## config.mk

```make
export PLATFORM = sky130hd
export DESIGN_NAME = smoothstep_halftone_dot
export DESIGN_NICKNAME = d
export VERILOG_FILES = /design/src/sv/shd_pkg.sv /design/src/sv/shd_front.sv /design/src/sv/shd_div_stage.sv /design/src/sv/shd_shape.sv /design/src/sv/smoothstep_halftone_dot.sv
export SDC_FILE = /design/constraint.sdc
export NUM_CORES = 2
export LEC_CHECK = 0
export BUFFER_PORTS_ARGS = -buffer_cell sky130_fd_sc_hd__buf_4
export CORE_UTILIZATION = 50
export DETAILED_ROUTE_END_ITERATION = 8
export PLACE_DENSITY = 0.77
export SYNTH_ARGS = -nofsm -noshare
export SYNTH_HDL_FRONTEND = slang
export SYNTH_SLANG_ARGS = --single-unit
```

## constraint.sdc

```tcl
create_clock -name clock -period 18.44 [get_ports clock]
set_input_delay 1.844 -clock clock [delete_from_list [all_inputs] [get_ports clock]]
set_output_delay 1.844 -clock clock [all_outputs]
set_load 0.02 [all_outputs]
```

## src/sv/shd_pkg.sv

```systemverilog
`timescale 1ns / 1ps
// Shared constants and beat types for the smoothstep halftone dot pipeline.
// Used by every module of the block; depends on nothing.
package shd_pkg;

   localparam int FRAC_BITS = 16;             // fraction bits of every fixed-point value
   localparam int FRAC_W    = FRAC_BITS + 1;  // holds 0 .. one
   localparam int CDIST_W   = FRAC_BITS + 2;  // holds 0 .. two
   localparam int TSUM_W    = FRAC_BITS + 4;  // 2*c + half before clamping
   localparam int COLOR_W   = 8;
   localparam int OFFSET_W  = 8;
   localparam int CELL_W    = 8;
   localparam int GRAY_W    = 8;
   localparam int DIST_W    = OFFSET_W + 1;   // |2*off - size|
   localparam int REM_W     = 10;             // remainder below the largest divisor

   localparam logic [CELL_W-1:0]  CELL_RESET = 8'd8;
   localparam logic [REM_W-1:0]   LUMA_FULL  = 10'd765;
   localparam logic [FRAC_W-1:0]  FX_ONE     = {1'b1, {FRAC_BITS{1'b0}}};
   localparam logic [FRAC_W-1:0]  FX_HALF    = {2'b01, {(FRAC_BITS - 1){1'b0}}};
   localparam logic [CDIST_W-1:0] FX_TWO     = {2'b10, {FRAC_BITS{1'b0}}};

   // one long-division lane: partial remainder and quotient bits so far
   typedef struct packed {
      logic [REM_W-1:0]  rem;
      logic [FRAC_W-1:0] quo;
   } div_lane_type;

   // beat carried through the division stages
   typedef struct packed {
      div_lane_type      lane_x;
      div_lane_type      lane_y;
      div_lane_type      lane_r;
      logic              sat_x;   // axis distance of two or more
      logic              sat_y;
      logic [CELL_W-1:0] size;    // effective cell size, never zero
   } div_beat_type;

endpackage

```

## src/sv/shd_front.sv

```systemverilog
`timescale 1ns / 1ps
// Entry stage: dot radius numerator, axis distances and the first quotient bit.
// Depends on shd_pkg.
module shd_front (
   input  logic                          clock,
   input  logic                          reset,
   input  logic                          up_valid,
   output logic                          up_ready,
   input  logic [shd_pkg::COLOR_W-1:0]   red,
   input  logic [shd_pkg::COLOR_W-1:0]   green,
   input  logic [shd_pkg::COLOR_W-1:0]   blue,
   input  logic [shd_pkg::OFFSET_W-1:0]  offset_x,
   input  logic [shd_pkg::OFFSET_W-1:0]  offset_y,
   input  logic [shd_pkg::CELL_W-1:0]    cell_size,
   output logic                          dn_valid,
   input  logic                          dn_ready,
   output shd_pkg::div_beat_type         dn_beat
);

   logic                   valid_ff, valid_in;
   shd_pkg::div_beat_type  beat_ff, beat_in;
   logic [shd_pkg::CELL_W-1:0] size_eff;
   logic [shd_pkg::REM_W-1:0]  lum_sum;
   logic [shd_pkg::REM_W-1:0]  dark;

   // first quotient bit (weight one) of |2*off - size| / size
   function automatic logic [shd_pkg::REM_W+1:0] axis_start(
      input logic [shd_pkg::OFFSET_W-1:0] off,
      input logic [shd_pkg::CELL_W-1:0]   size
   );
      logic [shd_pkg::DIST_W-1:0] twice;
      logic [shd_pkg::DIST_W-1:0] sz;
      logic [shd_pkg::DIST_W-1:0] span;
      logic                       top;
      logic                       sat;
      logic [shd_pkg::DIST_W-1:0] rem;
      twice = {off, 1'b0};
      sz    = {1'b0, size};
      span  = (twice >= sz) ? (twice - sz) : (sz - twice);
      sat   = span >= {size, 1'b0};
      top   = span >= sz;
      rem   = top ? (span - sz) : span;
      return {sat, top, {(shd_pkg::REM_W - shd_pkg::DIST_W){1'b0}}, rem};
   endfunction

   logic [shd_pkg::REM_W+1:0] start_x, start_y;

   assign size_eff = (cell_size == '0) ? shd_pkg::CELL_W'(1) : cell_size;
   assign lum_sum  = shd_pkg::REM_W'(red) + shd_pkg::REM_W'(green) + shd_pkg::REM_W'(blue);
   assign dark     = shd_pkg::LUMA_FULL - lum_sum;
   assign start_x  = axis_start(offset_x, size_eff);
   assign start_y  = axis_start(offset_y, size_eff);

   always_comb begin
      beat_in            = beat_ff;
      beat_in.size       = size_eff;
      beat_in.sat_x      = start_x[shd_pkg::REM_W+1];
      beat_in.sat_y      = start_y[shd_pkg::REM_W+1];
      beat_in.lane_x.rem = start_x[shd_pkg::REM_W-1:0];
      beat_in.lane_x.quo = shd_pkg::FRAC_W'(start_x[shd_pkg::REM_W]);
      beat_in.lane_y.rem = start_y[shd_pkg::REM_W-1:0];
      beat_in.lane_y.quo = shd_pkg::FRAC_W'(start_y[shd_pkg::REM_W]);
      // only a black pixel reaches a full radius of one
      if (dark == shd_pkg::LUMA_FULL) begin
         beat_in.lane_r.rem = '0;
         beat_in.lane_r.quo = shd_pkg::FRAC_W'(1);
      end else begin
         beat_in.lane_r.rem = dark;
         beat_in.lane_r.quo = '0;
      end
   end

   assign up_ready = !valid_ff || dn_ready;
   assign valid_in = up_ready ? up_valid : valid_ff;

   always_ff @(posedge clock) begin
      if (reset) begin
         valid_ff <= 1'b0;
      end else begin
         valid_ff <= valid_in;
      end
   end

   always_ff @(posedge clock) begin
      if (up_ready && up_valid) begin
         beat_ff <= beat_in;
      end
   end

   assign dn_valid = valid_ff;
   assign dn_beat  = beat_ff;

endmodule

```

## src/sv/shd_div_stage.sv

```systemverilog
`timescale 1ns / 1ps
// One restoring-division stage: one more quotient bit on each of three lanes.
// Depends on shd_pkg.
module shd_div_stage (
   input  logic                   clock,
   input  logic                   reset,
   input  logic                   up_valid,
   output logic                   up_ready,
   input  shd_pkg::div_beat_type  up_beat,
   output logic                   dn_valid,
   input  logic                   dn_ready,
   output shd_pkg::div_beat_type  dn_beat
);

   logic                   valid_ff, valid_in;
   shd_pkg::div_beat_type  beat_ff, beat_in;

   function automatic shd_pkg::div_lane_type div_step(
      input shd_pkg::div_lane_type     lane,
      input logic [shd_pkg::REM_W-1:0] divisor
   );
      logic [shd_pkg::REM_W:0] rem2;
      logic [shd_pkg::REM_W:0] diff;
      logic                    fits;
      shd_pkg::div_lane_type   res;
      rem2 = {lane.rem, 1'b0};
      diff = rem2 - {1'b0, divisor};
      fits = rem2 >= {1'b0, divisor};
      res.rem = fits ? diff[shd_pkg::REM_W-1:0] : rem2[shd_pkg::REM_W-1:0];
      res.quo = {lane.quo[shd_pkg::FRAC_W-2:0], fits};
      return res;
   endfunction

   always_comb begin
      beat_in        = up_beat;
      beat_in.lane_x = div_step(up_beat.lane_x, shd_pkg::REM_W'(up_beat.size));
      beat_in.lane_y = div_step(up_beat.lane_y, shd_pkg::REM_W'(up_beat.size));
      beat_in.lane_r = div_step(up_beat.lane_r, shd_pkg::LUMA_FULL);
   end

   assign up_ready = !valid_ff || dn_ready;
   assign valid_in = up_ready ? up_valid : valid_ff;

   always_ff @(posedge clock) begin
      if (reset) begin
         valid_ff <= 1'b0;
      end else begin
         valid_ff <= valid_in;
      end
   end

   always_ff @(posedge clock) begin
      if (up_ready && up_valid) begin
         beat_ff <= beat_in;
      end
   end

   assign dn_valid = valid_ff;
   assign dn_beat  = beat_ff;

endmodule

```

## src/sv/shd_shape.sv

```systemverilog
`timescale 1ns / 1ps
// Smoothstep shaping and grey output: clamp, square, cubic weight, max and scale.
// Four register stages; depends on shd_pkg.
module shd_shape (
   input  logic                          clock,
   input  logic                          reset,
   input  logic                          up_valid,
   output logic                          up_ready,
   input  shd_pkg::div_beat_type         up_beat,
   output logic                          dn_valid,
   input  logic                          dn_ready,
   output logic [shd_pkg::GRAY_W-1:0]    dn_gray
);

   localparam int SQ_W  = 2 * shd_pkg::FRAC_W;
   localparam int CUB_W = 2 * shd_pkg::FRAC_W + 1;
   localparam int OUT_W = shd_pkg::FRAC_W + shd_pkg::GRAY_W;
   localparam logic [shd_pkg::FRAC_W:0] FX_THREE = {2'b11, {shd_pkg::FRAC_BITS{1'b0}}};

   // t = clamp(2c - 2r + half, 0, one)
   function automatic logic [shd_pkg::FRAC_W-1:0] clamp_t(
      input logic [shd_pkg::CDIST_W-1:0] c,
      input logic [shd_pkg::FRAC_W-1:0]  r
   );
      logic [shd_pkg::TSUM_W-1:0] pos;
      logic [shd_pkg::TSUM_W-1:0] neg;
      logic [shd_pkg::TSUM_W-1:0] diff;
      pos  = shd_pkg::TSUM_W'({c, 1'b0}) + shd_pkg::TSUM_W'(shd_pkg::FX_HALF);
      neg  = shd_pkg::TSUM_W'({r, 1'b0});
      diff = pos - neg;
      if (pos <= neg) begin
         return '0;
      end else if (diff >= shd_pkg::TSUM_W'(shd_pkg::FX_ONE)) begin
         return shd_pkg::FX_ONE;
      end else begin
         return diff[shd_pkg::FRAC_W-1:0];
      end
   endfunction

   // stage 1: clamp
   logic                          v1_ff, v1_in, rdy1;
   logic [shd_pkg::FRAC_W-1:0]    tx1_ff, ty1_ff;
   logic [shd_pkg::CDIST_W-1:0]   cx, cy;
   // stage 2: square
   logic                          v2_ff, v2_in, rdy2;
   logic [shd_pkg::FRAC_W-1:0]    tx2_ff, ty2_ff, sqx2_ff, sqy2_ff;
   logic [SQ_W-1:0]               sqx, sqy;
   // stage 3: cubic weight
   logic                          v3_ff, v3_in, rdy3;
   logic [shd_pkg::FRAC_W-1:0]    sx3_ff, sy3_ff;
   logic [shd_pkg::FRAC_W:0]      wx, wy;
   logic [CUB_W-1:0]              cubx, cuby;
   // stage 4: max and scale to 0..255
   logic                          v4_ff, v4_in, rdy4;
   logic [shd_pkg::GRAY_W-1:0]    gray4_ff;
   logic [shd_pkg::FRAC_W-1:0]    smax;
   logic [OUT_W-1:0]              scaled;

   assign cx = up_beat.sat_x ? shd_pkg::FX_TWO : shd_pkg::CDIST_W'(up_beat.lane_x.quo);
   assign cy = up_beat.sat_y ? shd_pkg::FX_TWO : shd_pkg::CDIST_W'(up_beat.lane_y.quo);

   assign sqx = SQ_W'(tx1_ff) * SQ_W'(tx1_ff);
   assign sqy = SQ_W'(ty1_ff) * SQ_W'(ty1_ff);

   assign wx   = FX_THREE - {tx2_ff, 1'b0};
   assign wy   = FX_THREE - {ty2_ff, 1'b0};
   assign cubx = CUB_W'(sqx2_ff) * CUB_W'(wx);
   assign cuby = CUB_W'(sqy2_ff) * CUB_W'(wy);

   assign smax   = (sx3_ff > sy3_ff) ? sx3_ff : sy3_ff;
   // times 255 as times 256 minus one
   assign scaled = {smax, {shd_pkg::GRAY_W{1'b0}}} - OUT_W'(smax);

   assign rdy4     = !v4_ff || dn_ready;
   assign rdy3     = !v3_ff || rdy4;
   assign rdy2     = !v2_ff || rdy3;
   assign rdy1     = !v1_ff || rdy2;
   assign up_ready = rdy1;

   assign v1_in = rdy1 ? up_valid : v1_ff;
   assign v2_in = rdy2 ? v1_ff : v2_ff;
   assign v3_in = rdy3 ? v2_ff : v3_ff;
   assign v4_in = rdy4 ? v3_ff : v4_ff;

   always_ff @(posedge clock) begin
      if (reset) begin
         v1_ff <= 1'b0;
         v2_ff <= 1'b0;
         v3_ff <= 1'b0;
         v4_ff <= 1'b0;
      end else begin
         v1_ff <= v1_in;
         v2_ff <= v2_in;
         v3_ff <= v3_in;
         v4_ff <= v4_in;
      end
   end

   always_ff @(posedge clock) begin
      if (rdy1 && up_valid) begin
         tx1_ff <= clamp_t(cx, up_beat.lane_r.quo);
         ty1_ff <= clamp_t(cy, up_beat.lane_r.quo);
      end
      if (rdy2 && v1_ff) begin
         tx2_ff  <= tx1_ff;
         ty2_ff  <= ty1_ff;
         sqx2_ff <= sqx[2*shd_pkg::FRAC_BITS:shd_pkg::FRAC_BITS];
         sqy2_ff <= sqy[2*shd_pkg::FRAC_BITS:shd_pkg::FRAC_BITS];
      end
      if (rdy3 && v2_ff) begin
         sx3_ff <= cubx[2*shd_pkg::FRAC_BITS:shd_pkg::FRAC_BITS];
         sy3_ff <= cuby[2*shd_pkg::FRAC_BITS:shd_pkg::FRAC_BITS];
      end
      if (rdy4 && v3_ff) begin
         gray4_ff <= scaled[shd_pkg::FRAC_BITS+shd_pkg::GRAY_W-1:shd_pkg::FRAC_BITS];
      end
   end

   assign dn_valid = v4_ff;
   assign dn_gray  = gray4_ff;

endmodule

```

## src/sv/smoothstep_halftone_dot.sv

```systemverilog
`timescale 1ns / 1ps
// Top level of the smoothstep halftone dot pipeline.
// Depends on shd_pkg, shd_front, shd_div_stage and shd_shape.
//
// Turns one source color plus a pixel position inside a square halftone
// cell into the grey level of that output pixel; darker colors give larger
// dots with soft smoothstep edges.
// req_* carries one pixel beat (red, green, blue, offset_x, offset_y) with
// valid/ready; rsp_* returns one gray beat per request, in order.
// csr_wr_en/csr_wr_data write the cell size (0 acts as 1); write it only
// while no beat is in flight.
// The pipeline has one entry stage, one divider stage per fraction bit of
// the three-lane long division, and four shaping stages.
// Throughput is one beat per cycle unless the receiver stalls; every stage
// has its own valid bit and takes a new beat whenever it is empty or its
// successor moves.
// When the receiver stalls, the response holds and beats pile up behind it;
// req_ready drops only once every stage is occupied.
// Reset empties the pipeline and sets the cell size to 8.
module smoothstep_halftone_dot (
   input  logic                          clock,
   input  logic                          reset,
   input  logic                          req_valid,
   output logic                          req_ready,
   input  logic [shd_pkg::COLOR_W-1:0]   req_red,
   input  logic [shd_pkg::COLOR_W-1:0]   req_green,
   input  logic [shd_pkg::COLOR_W-1:0]   req_blue,
   input  logic [shd_pkg::OFFSET_W-1:0]  req_offset_x,
   input  logic [shd_pkg::OFFSET_W-1:0]  req_offset_y,
   output logic                          rsp_valid,
   input  logic                          rsp_ready,
   output logic [shd_pkg::GRAY_W-1:0]    rsp_gray,
   input  logic                          csr_wr_en,
   input  logic [shd_pkg::CELL_W-1:0]    csr_wr_data
);

   logic [shd_pkg::CELL_W-1:0] cell_size_ff, cell_size_in;

   logic                  stage_valid [0:shd_pkg::FRAC_BITS];
   logic                  stage_ready [0:shd_pkg::FRAC_BITS];
   shd_pkg::div_beat_type stage_beat  [0:shd_pkg::FRAC_BITS];

   assign cell_size_in = csr_wr_en ? csr_wr_data : cell_size_ff;

   always_ff @(posedge clock) begin
      if (reset) begin
         cell_size_ff <= shd_pkg::CELL_RESET;
      end else begin
         cell_size_ff <= cell_size_in;
      end
   end

   shd_front u_front (
      .clock     (clock),
      .reset     (reset),
      .up_valid  (req_valid),
      .up_ready  (req_ready),
      .red       (req_red),
      .green     (req_green),
      .blue      (req_blue),
      .offset_x  (req_offset_x),
      .offset_y  (req_offset_y),
      .cell_size (cell_size_ff),
      .dn_valid  (stage_valid[0]),
      .dn_ready  (stage_ready[0]),
      .dn_beat   (stage_beat[0])
   );

   // one quotient bit per stage below the weight-one bit
   for (genvar i = 0; i < shd_pkg::FRAC_BITS; i++) begin : g_div
      shd_div_stage u_div (
         .clock    (clock),
         .reset    (reset),
         .up_valid (stage_valid[i]),
         .up_ready (stage_ready[i]),
         .up_beat  (stage_beat[i]),
         .dn_valid (stage_valid[i+1]),
         .dn_ready (stage_ready[i+1]),
         .dn_beat  (stage_beat[i+1])
      );
   end

   shd_shape u_shape (
      .clock    (clock),
      .reset    (reset),
      .up_valid (stage_valid[shd_pkg::FRAC_BITS]),
      .up_ready (stage_ready[shd_pkg::FRAC_BITS]),
      .up_beat  (stage_beat[shd_pkg::FRAC_BITS]),
      .dn_valid (rsp_valid),
      .dn_ready (rsp_ready),
      .dn_gray  (rsp_gray)
   );

endmodule

```

## Word level (Yosys, flattened, before mapping)

Index checks and enable logic that the tools add are counted.

- Flip-flop bits (word level): 1272
- Input port bits: 53
- Logic and storage cells: 474
- Output and inout bits: 10

- Multiplexer cells: 56
- Reduce and logical (&&, ||, !) cells: 66
- $lt $le $gt $ge: 59
- $add $sub $neg: 61
- Multipliers: 4
- Equal/unequal tests: 1

Operator list:

| cell | number |
|---|---|
| $mux W10 | 45 |
| $ge A11 B8 Y1 | 30 |
| $sub A10 B8 Y10 | 30 |
| $ge A11 B10 Y1 const B | 16 |
| $sub A10 B10 Y10 const B | 15 |
| $mul A17 B17 Y33 | 2 |
| $mul A17 B18 Y33 | 2 |
| $mux W17 | 3 |
| $add A19 B16 Y20 const B | 2 |
| $ge A20 B17 Y1 const B | 2 |
| $le A20 B18 Y1 | 2 |
| $sub A20 B18 Y20 | 2 |
| $ge A9 B8 Y1 | 4 |
| $mux W18 | 2 |
| $mux W9 | 4 |
| $sub A18 B18 Y18 const A | 2 |
| $sub A9 B8 Y9 | 4 |
| $sub A24 B17 Y24 | 1 |
| $logic_and A1 B1 Y1 | 21 |
| $logic_not A1 Y1 | 21 |
| $logic_or A1 B1 Y1 | 21 |
| $ge A10 B8 Y1 | 2 |
| $ge A9 B9 Y1 | 2 |
| $sub A8 B9 Y9 | 2 |
| 9 further kinds | 10 |

## Longest topological paths before layout

- Depth in word-level cells: 23
- Gate-level depth with buffers: 30
- Gate-level depth less buffers: 29

## Cells and area by module

From an unflattened synthesis, not the netlist that was laid out.

- Cells, all modules: 8746
- Area, all modules: 107947.3 µm²

By module, submodules not included:

| module | cells an instance | sequential area each (µm²) | instances | area an instance (µm²) |
|---|---|---|---|---|
| shd_div_stage | 259 | 2752.6 | 16 | 4020.1 |
| shd_shape | 4055 | 4284.1 | 1 | 38376.8 |
| shd_front | 521 | 1251.2 | 1 | 4958.5 |
| smoothstep_halftone_dot | 26 | 160.2 | 1 | 290.3 |

## Worst setup path after synthesis

OpenSTA, ideal clock, no wires.

- Path type: input to register
- Start: in rsp_ready
- End: reg g_div[12].u_div.beat_ff (netlist bit g_div[12].u_div.dn_beat[0]), enable pin
- Required time: 17.792 ns
- Arrival: 8.533 ns
- Stages on the path: 5
- Path slack: 9.259 ns
- Path through: nor2b_1 and3_1 and3_1 and3_1 a21boi_0

- Longest elaborated chain between the ends: 9

Ends and longest elaborated chain:

| element | RTL line | RTL |
|---|---|---|
| start, declared | smoothstep_halftone_dot.sv:31 | `input logic rsp_ready,` |
| $logic_or A1 B1 Y1 | shd_shape.sv:74 | `assign rdy4 = !v4_ff \|\| dn_ready;` |
| $logic_or A1 B1 Y1 | shd_shape.sv:75 | `assign rdy3 = !v3_ff \|\| rdy4;` |
| $logic_or A1 B1 Y1 | shd_shape.sv:76 | `assign rdy2 = !v2_ff \|\| rdy3;` |
| $logic_or A1 B1 Y1 | shd_shape.sv:77 | `assign rdy1 = !v1_ff \|\| rdy2;` |
| $logic_or A1 B1 Y1 (4 in a row) | shd_div_stage.sv:41 | `assign up_ready = !valid_ff \|\| dn_ready;` |
| $logic_and A1 B1 Y1 | shd_div_stage.sv:53 | `if (up_ready && up_valid) begin` |
| end signal, assigned | shd_div_stage.sv:54 | `beat_ff <= beat_in;` |
| end, declared | shd_div_stage.sv:16 | `shd_pkg::div_beat_type beat_ff, beat_in;` |

Every way passes these cells.
A chain may end at the register's enable or synchronous reset.

## Final worst setup path

- Start: reg u_shape.ty2_ff[5] (netlist name)
- End: reg u_shape.sy3_ff[16] (netlist name), data pin

- Longest elaborated chain between the ends: 2

Ends and longest elaborated chain:

| element | RTL line | RTL |
|---|---|---|
| start, declared | shd_shape.sv:46 | `logic [shd_pkg::FRAC_W-1:0] tx2_ff, ty2_ff, sqx2_ff, sqy2_ff;` |
| start signal, assigned | shd_shape.sv:106 | `ty2_ff <= ty1_ff;` |
| $sub A18 B18 Y18 | shd_shape.sv:66 | `assign wy = FX_THREE - {ty2_ff, 1'b0};` |
| $mul A17 B18 Y33 | shd_shape.sv:68 | `assign cuby = CUB_W'(sqy2_ff) * CUB_W'(wy);` |
| via u_shape.cuby[32] | shd_shape.sv:52 | `logic [CUB_W-1:0] cubx, cuby;` |
| end signal, assigned | shd_shape.sv:112 | `sy3_ff <= cuby[2*shd_pkg::FRAC_BITS:shd_pkg::FRAC_BITS];` |
| end, declared | shd_shape.sv:50 | `logic [shd_pkg::FRAC_W-1:0] sx3_ff, sy3_ff;` |

The timed path passes the listed nets, and every way through them passes these cells.

==> metrics.yaml <==
cts.reportedPaths.clkPinSlew_ps: 60
start_kind: "flip-flop"
setup_violations: 0
layout_commonest_cell: "inv_1"
skew_ps: 39.1
first_iter_violations: 3418
cts_max_level: 4
cpMaxStageDelayCell: "fa_1"
syn_avg_cell_area_um2: 11.4
internal_power_mw: 5.04
async_reset_ff_share_pct: 0
syn_inst: 8140
rsz0062_at_grt: "no"
vias: 57800
cts_hold_buf: 0
p_leak_nw: 42.9
clock_path_buffers: 3
status: "complete, no violations"
antenna_found_initial: 1
multi_input_area_um2: 49400
cts_buffers: 133
seq_area_frac_synth_pct: 40.8
portBuffers: 62
period_share_pct: 46.3
layout.area.seq_um2: 37800
drtPass1Iterations: 6
rows: 157
drc: 0
grt_usage_pct: 20.6
end_kind: "flip-flop"
ir_worst_vdd_mv: 0.0710
ys_warn_count: 0
wl_per_cell_um: 17.4
drive_above_1_share_pct: 7.90
cp_data_arrival_time_ps: 9030
worstPathMaxFanout: 17
grt_max_degree: 76
fp.dieW_um: 433
worstPathRequired_ps: 18930
max_freq_mhz: 117
grt_pass1_vias: 61400
ys.flop_type: "edfxtp_1"
drt_wl_total_um: 188000
switching_share_pct: 22.7
combPwrFrac_pct: 8.2
final_nets: 9888
p_switching_mw: 1.48
syn_area_um2: 92700
clk_latency_ps: 770
gp_congestion: 0.920
cts_tree: "yes"
fp.dieArea_um2: 187000
powerDensity_nw_per_um2: 64.7
seqPwrFrac_pct: 50.2
numClockSinks: 1268
finalHoldViolations: 0
n_fill_cell: 15000
pin_count: 63
postCtsSetupBuffers: 0
final_max_slew_viol_count: 0
syn_nets: 9790
start_util_pct: 50.5
ant_nets: 0
areaGrowthSynthToFinish_pct: 8.74
cts_root_buf: "clkbuf_16"
hold_ws_ps: 397
via_per_inst: 5.35
die_h_um: 433
cpMostUsedCell: "fa_1"
critPathKind: "flip-flop to flip-flop"
r2r_setup_slack_ps: 9900
grt_pass1_wl_um: 310000
worstMarginPinSlew_ps: 1260
core_um2: 184000
dpl.hpwl_um: 146000
max_stage_delay_ps: 550
cts_resized: 0
most-common-layout-cells: "inv_1 (1387), edfxtp_1 (1239), ha_1 (819), fa_1 (778), nand2_1 (667)"
fin_crit_ps: 8540
fin_tns_setup_ps: 0
grt_overflow: 0
synth-edff-count: 1239
max_cap_violations: 0
slew_headroom_pct: 16.0
hold_class: "flip-flop to flip-flop"
p_clk_share_pct: 41.6
synthDistinctLibCells: 93
ys_ff_latch: 1268
## per-stage QoR
stage | utilization (%) | std cells | power, mW | cell area [um^2] | worst slack, ps
after floorplan | - | 8140 | 3.73 | 92700 | 9260
after global placement | 52.4 | 10600 | 3.84 | 96300 | 10020
after detailed placement | 52.4 | 10600 | 3.86 | 96300 | 9890
after CTS | 54.9 | 10800 | 6.58 | 101000 | 9840
after global routing | 54.9 | 10800 | 6.75 | 101000 | 9330
final | 54.9 | 10800 | 6.52 | 101000 | 9900
## power by group through the flow
stage	sequential (mW)	combinational, mW	clock, mW
2_1_floorplan	3.31	0.421	0
3_3_place_gp	3.33	0.509	0
3_5_place_dp	3.33	0.530	0
4_1_cts	3.27	0.535	2.77
5_1_grt	3.27	0.598	2.88
6_report	3.27	0.535	2.71
## Yosys cell counts (6+ instances only)
master	number	area, um^2
o211ai_1	7	52.6
nand2b_1	94	588
a21oi_1	192	961
and2_1	406	2540
nand2_1	667	2500
and3_1	25	156
a21o_1	104	781
nor4_1	19	119
nand3_1	92	460
mux2i_1	58	581
xor2_1	122	1070
mux2_2	220	2480
a21boi_0	102	766
o21bai_1	22	165
a221oi_1	6	52.6
or3_1	7	43.8
nor3_1	101	505
nand4b_1	30	263
or2_2	37	231
a211o_1	6	52.6
xnor2_1	245	2150
o21a_1	26	195
or4_1	8	60.1
a221o_1	30	300
nor2b_1	134	838
nand4_1	73	457
inv_1	1387	5210
o31ai_1	9	67.6
nor3b_1	31	233
clkbuf_1	143	537
edfxtp_1	1239	37200
fa_1	778	15600
nor4b_2	23	345
a31oi_1	13	81.3
ha_1	819	10200
mux2_4	13	195
dfxtp_1	29	581
a211oi_1	19	143
nor2_1	424	1590
a21bo_2	6	60.1
o21ai_0	285	1430
## layout make-up
class	count	share of cell area [%]
antenna	3	0.00745
clock buffer	156	3.44
clock inverter	85	1.01
inverter	1388	5.17
multi-input combinational	5332	49.0
sequential	1268	37.5
tap	2464	3.06
timing repair buffer	115	0.856
## routing by layer
layer	share of wire [%]	track usage [%]
met5	0	0
met4	3.5	7.69
met3	4.2	2.67
met2	51	37.0
met1	41	25.3
## cells by family (layout without fill, tap and decap cells)
group,Yosys count,count (layout),share of synthesized area (%)
adder cells (fa/ha/maj),1597,1597,27.9
AO/OA/AOI/OAI,882,882,6.06
flip-flops,1268,1268,40.8
AND/OR/NAND/NOR,2193,2193,12.0
buffers and inverters,1540,1744,6.27
other,0,3,0
multiplexers,291,291,3.51
XOR/XNOR,369,369,3.51
## final timing paths
check | from | to | cells after the start
worst min register to register | g_div[7].u_div.dn_beat[43] | g_div[8].u_div.dn_beat[44] | 0
worst min-delay path | g_div[7].u_div.dn_beat[43] | g_div[8].u_div.dn_beat[44] | 0
worst max register to register | u_shape.ty2_ff[5] | u_shape.sy3_ff[16] | 25
worst max-delay path | u_shape.ty2_ff[5] | u_shape.sy3_ff[16] | 25
## worst max-delay path: cells and delay by family, from the launching register on
family | cells | cell delay [ps]
buffers and inverters | 3 | 160
AO/OA/AOI/OAI | 8 | 1970
AND/OR/NAND/NOR | 5 | 1840
adder cells (fa/ha/maj) | 7 | 3280
flip-flops | 1 | 430
XOR/XNOR | 2 | 560
## sequential cells by signal, summed over array words and instances (netlist names), 16 cells and up
register              count
u_shape.ty2_ff           16
g_div.u_div.dn_valid     16
g_div.u_div.dn_beat    1058
u_shape.sqy2_ff          17
u_shape.tx1_ff           16
u_shape.sx3_ff           17
u_shape.tx2_ff           16
u_shape.sy3_ff           17
u_shape.ty1_ff           16
u_shape.sqx2_ff          17
u_front.dn_beat          41
(Power assumes the default switching activity.)
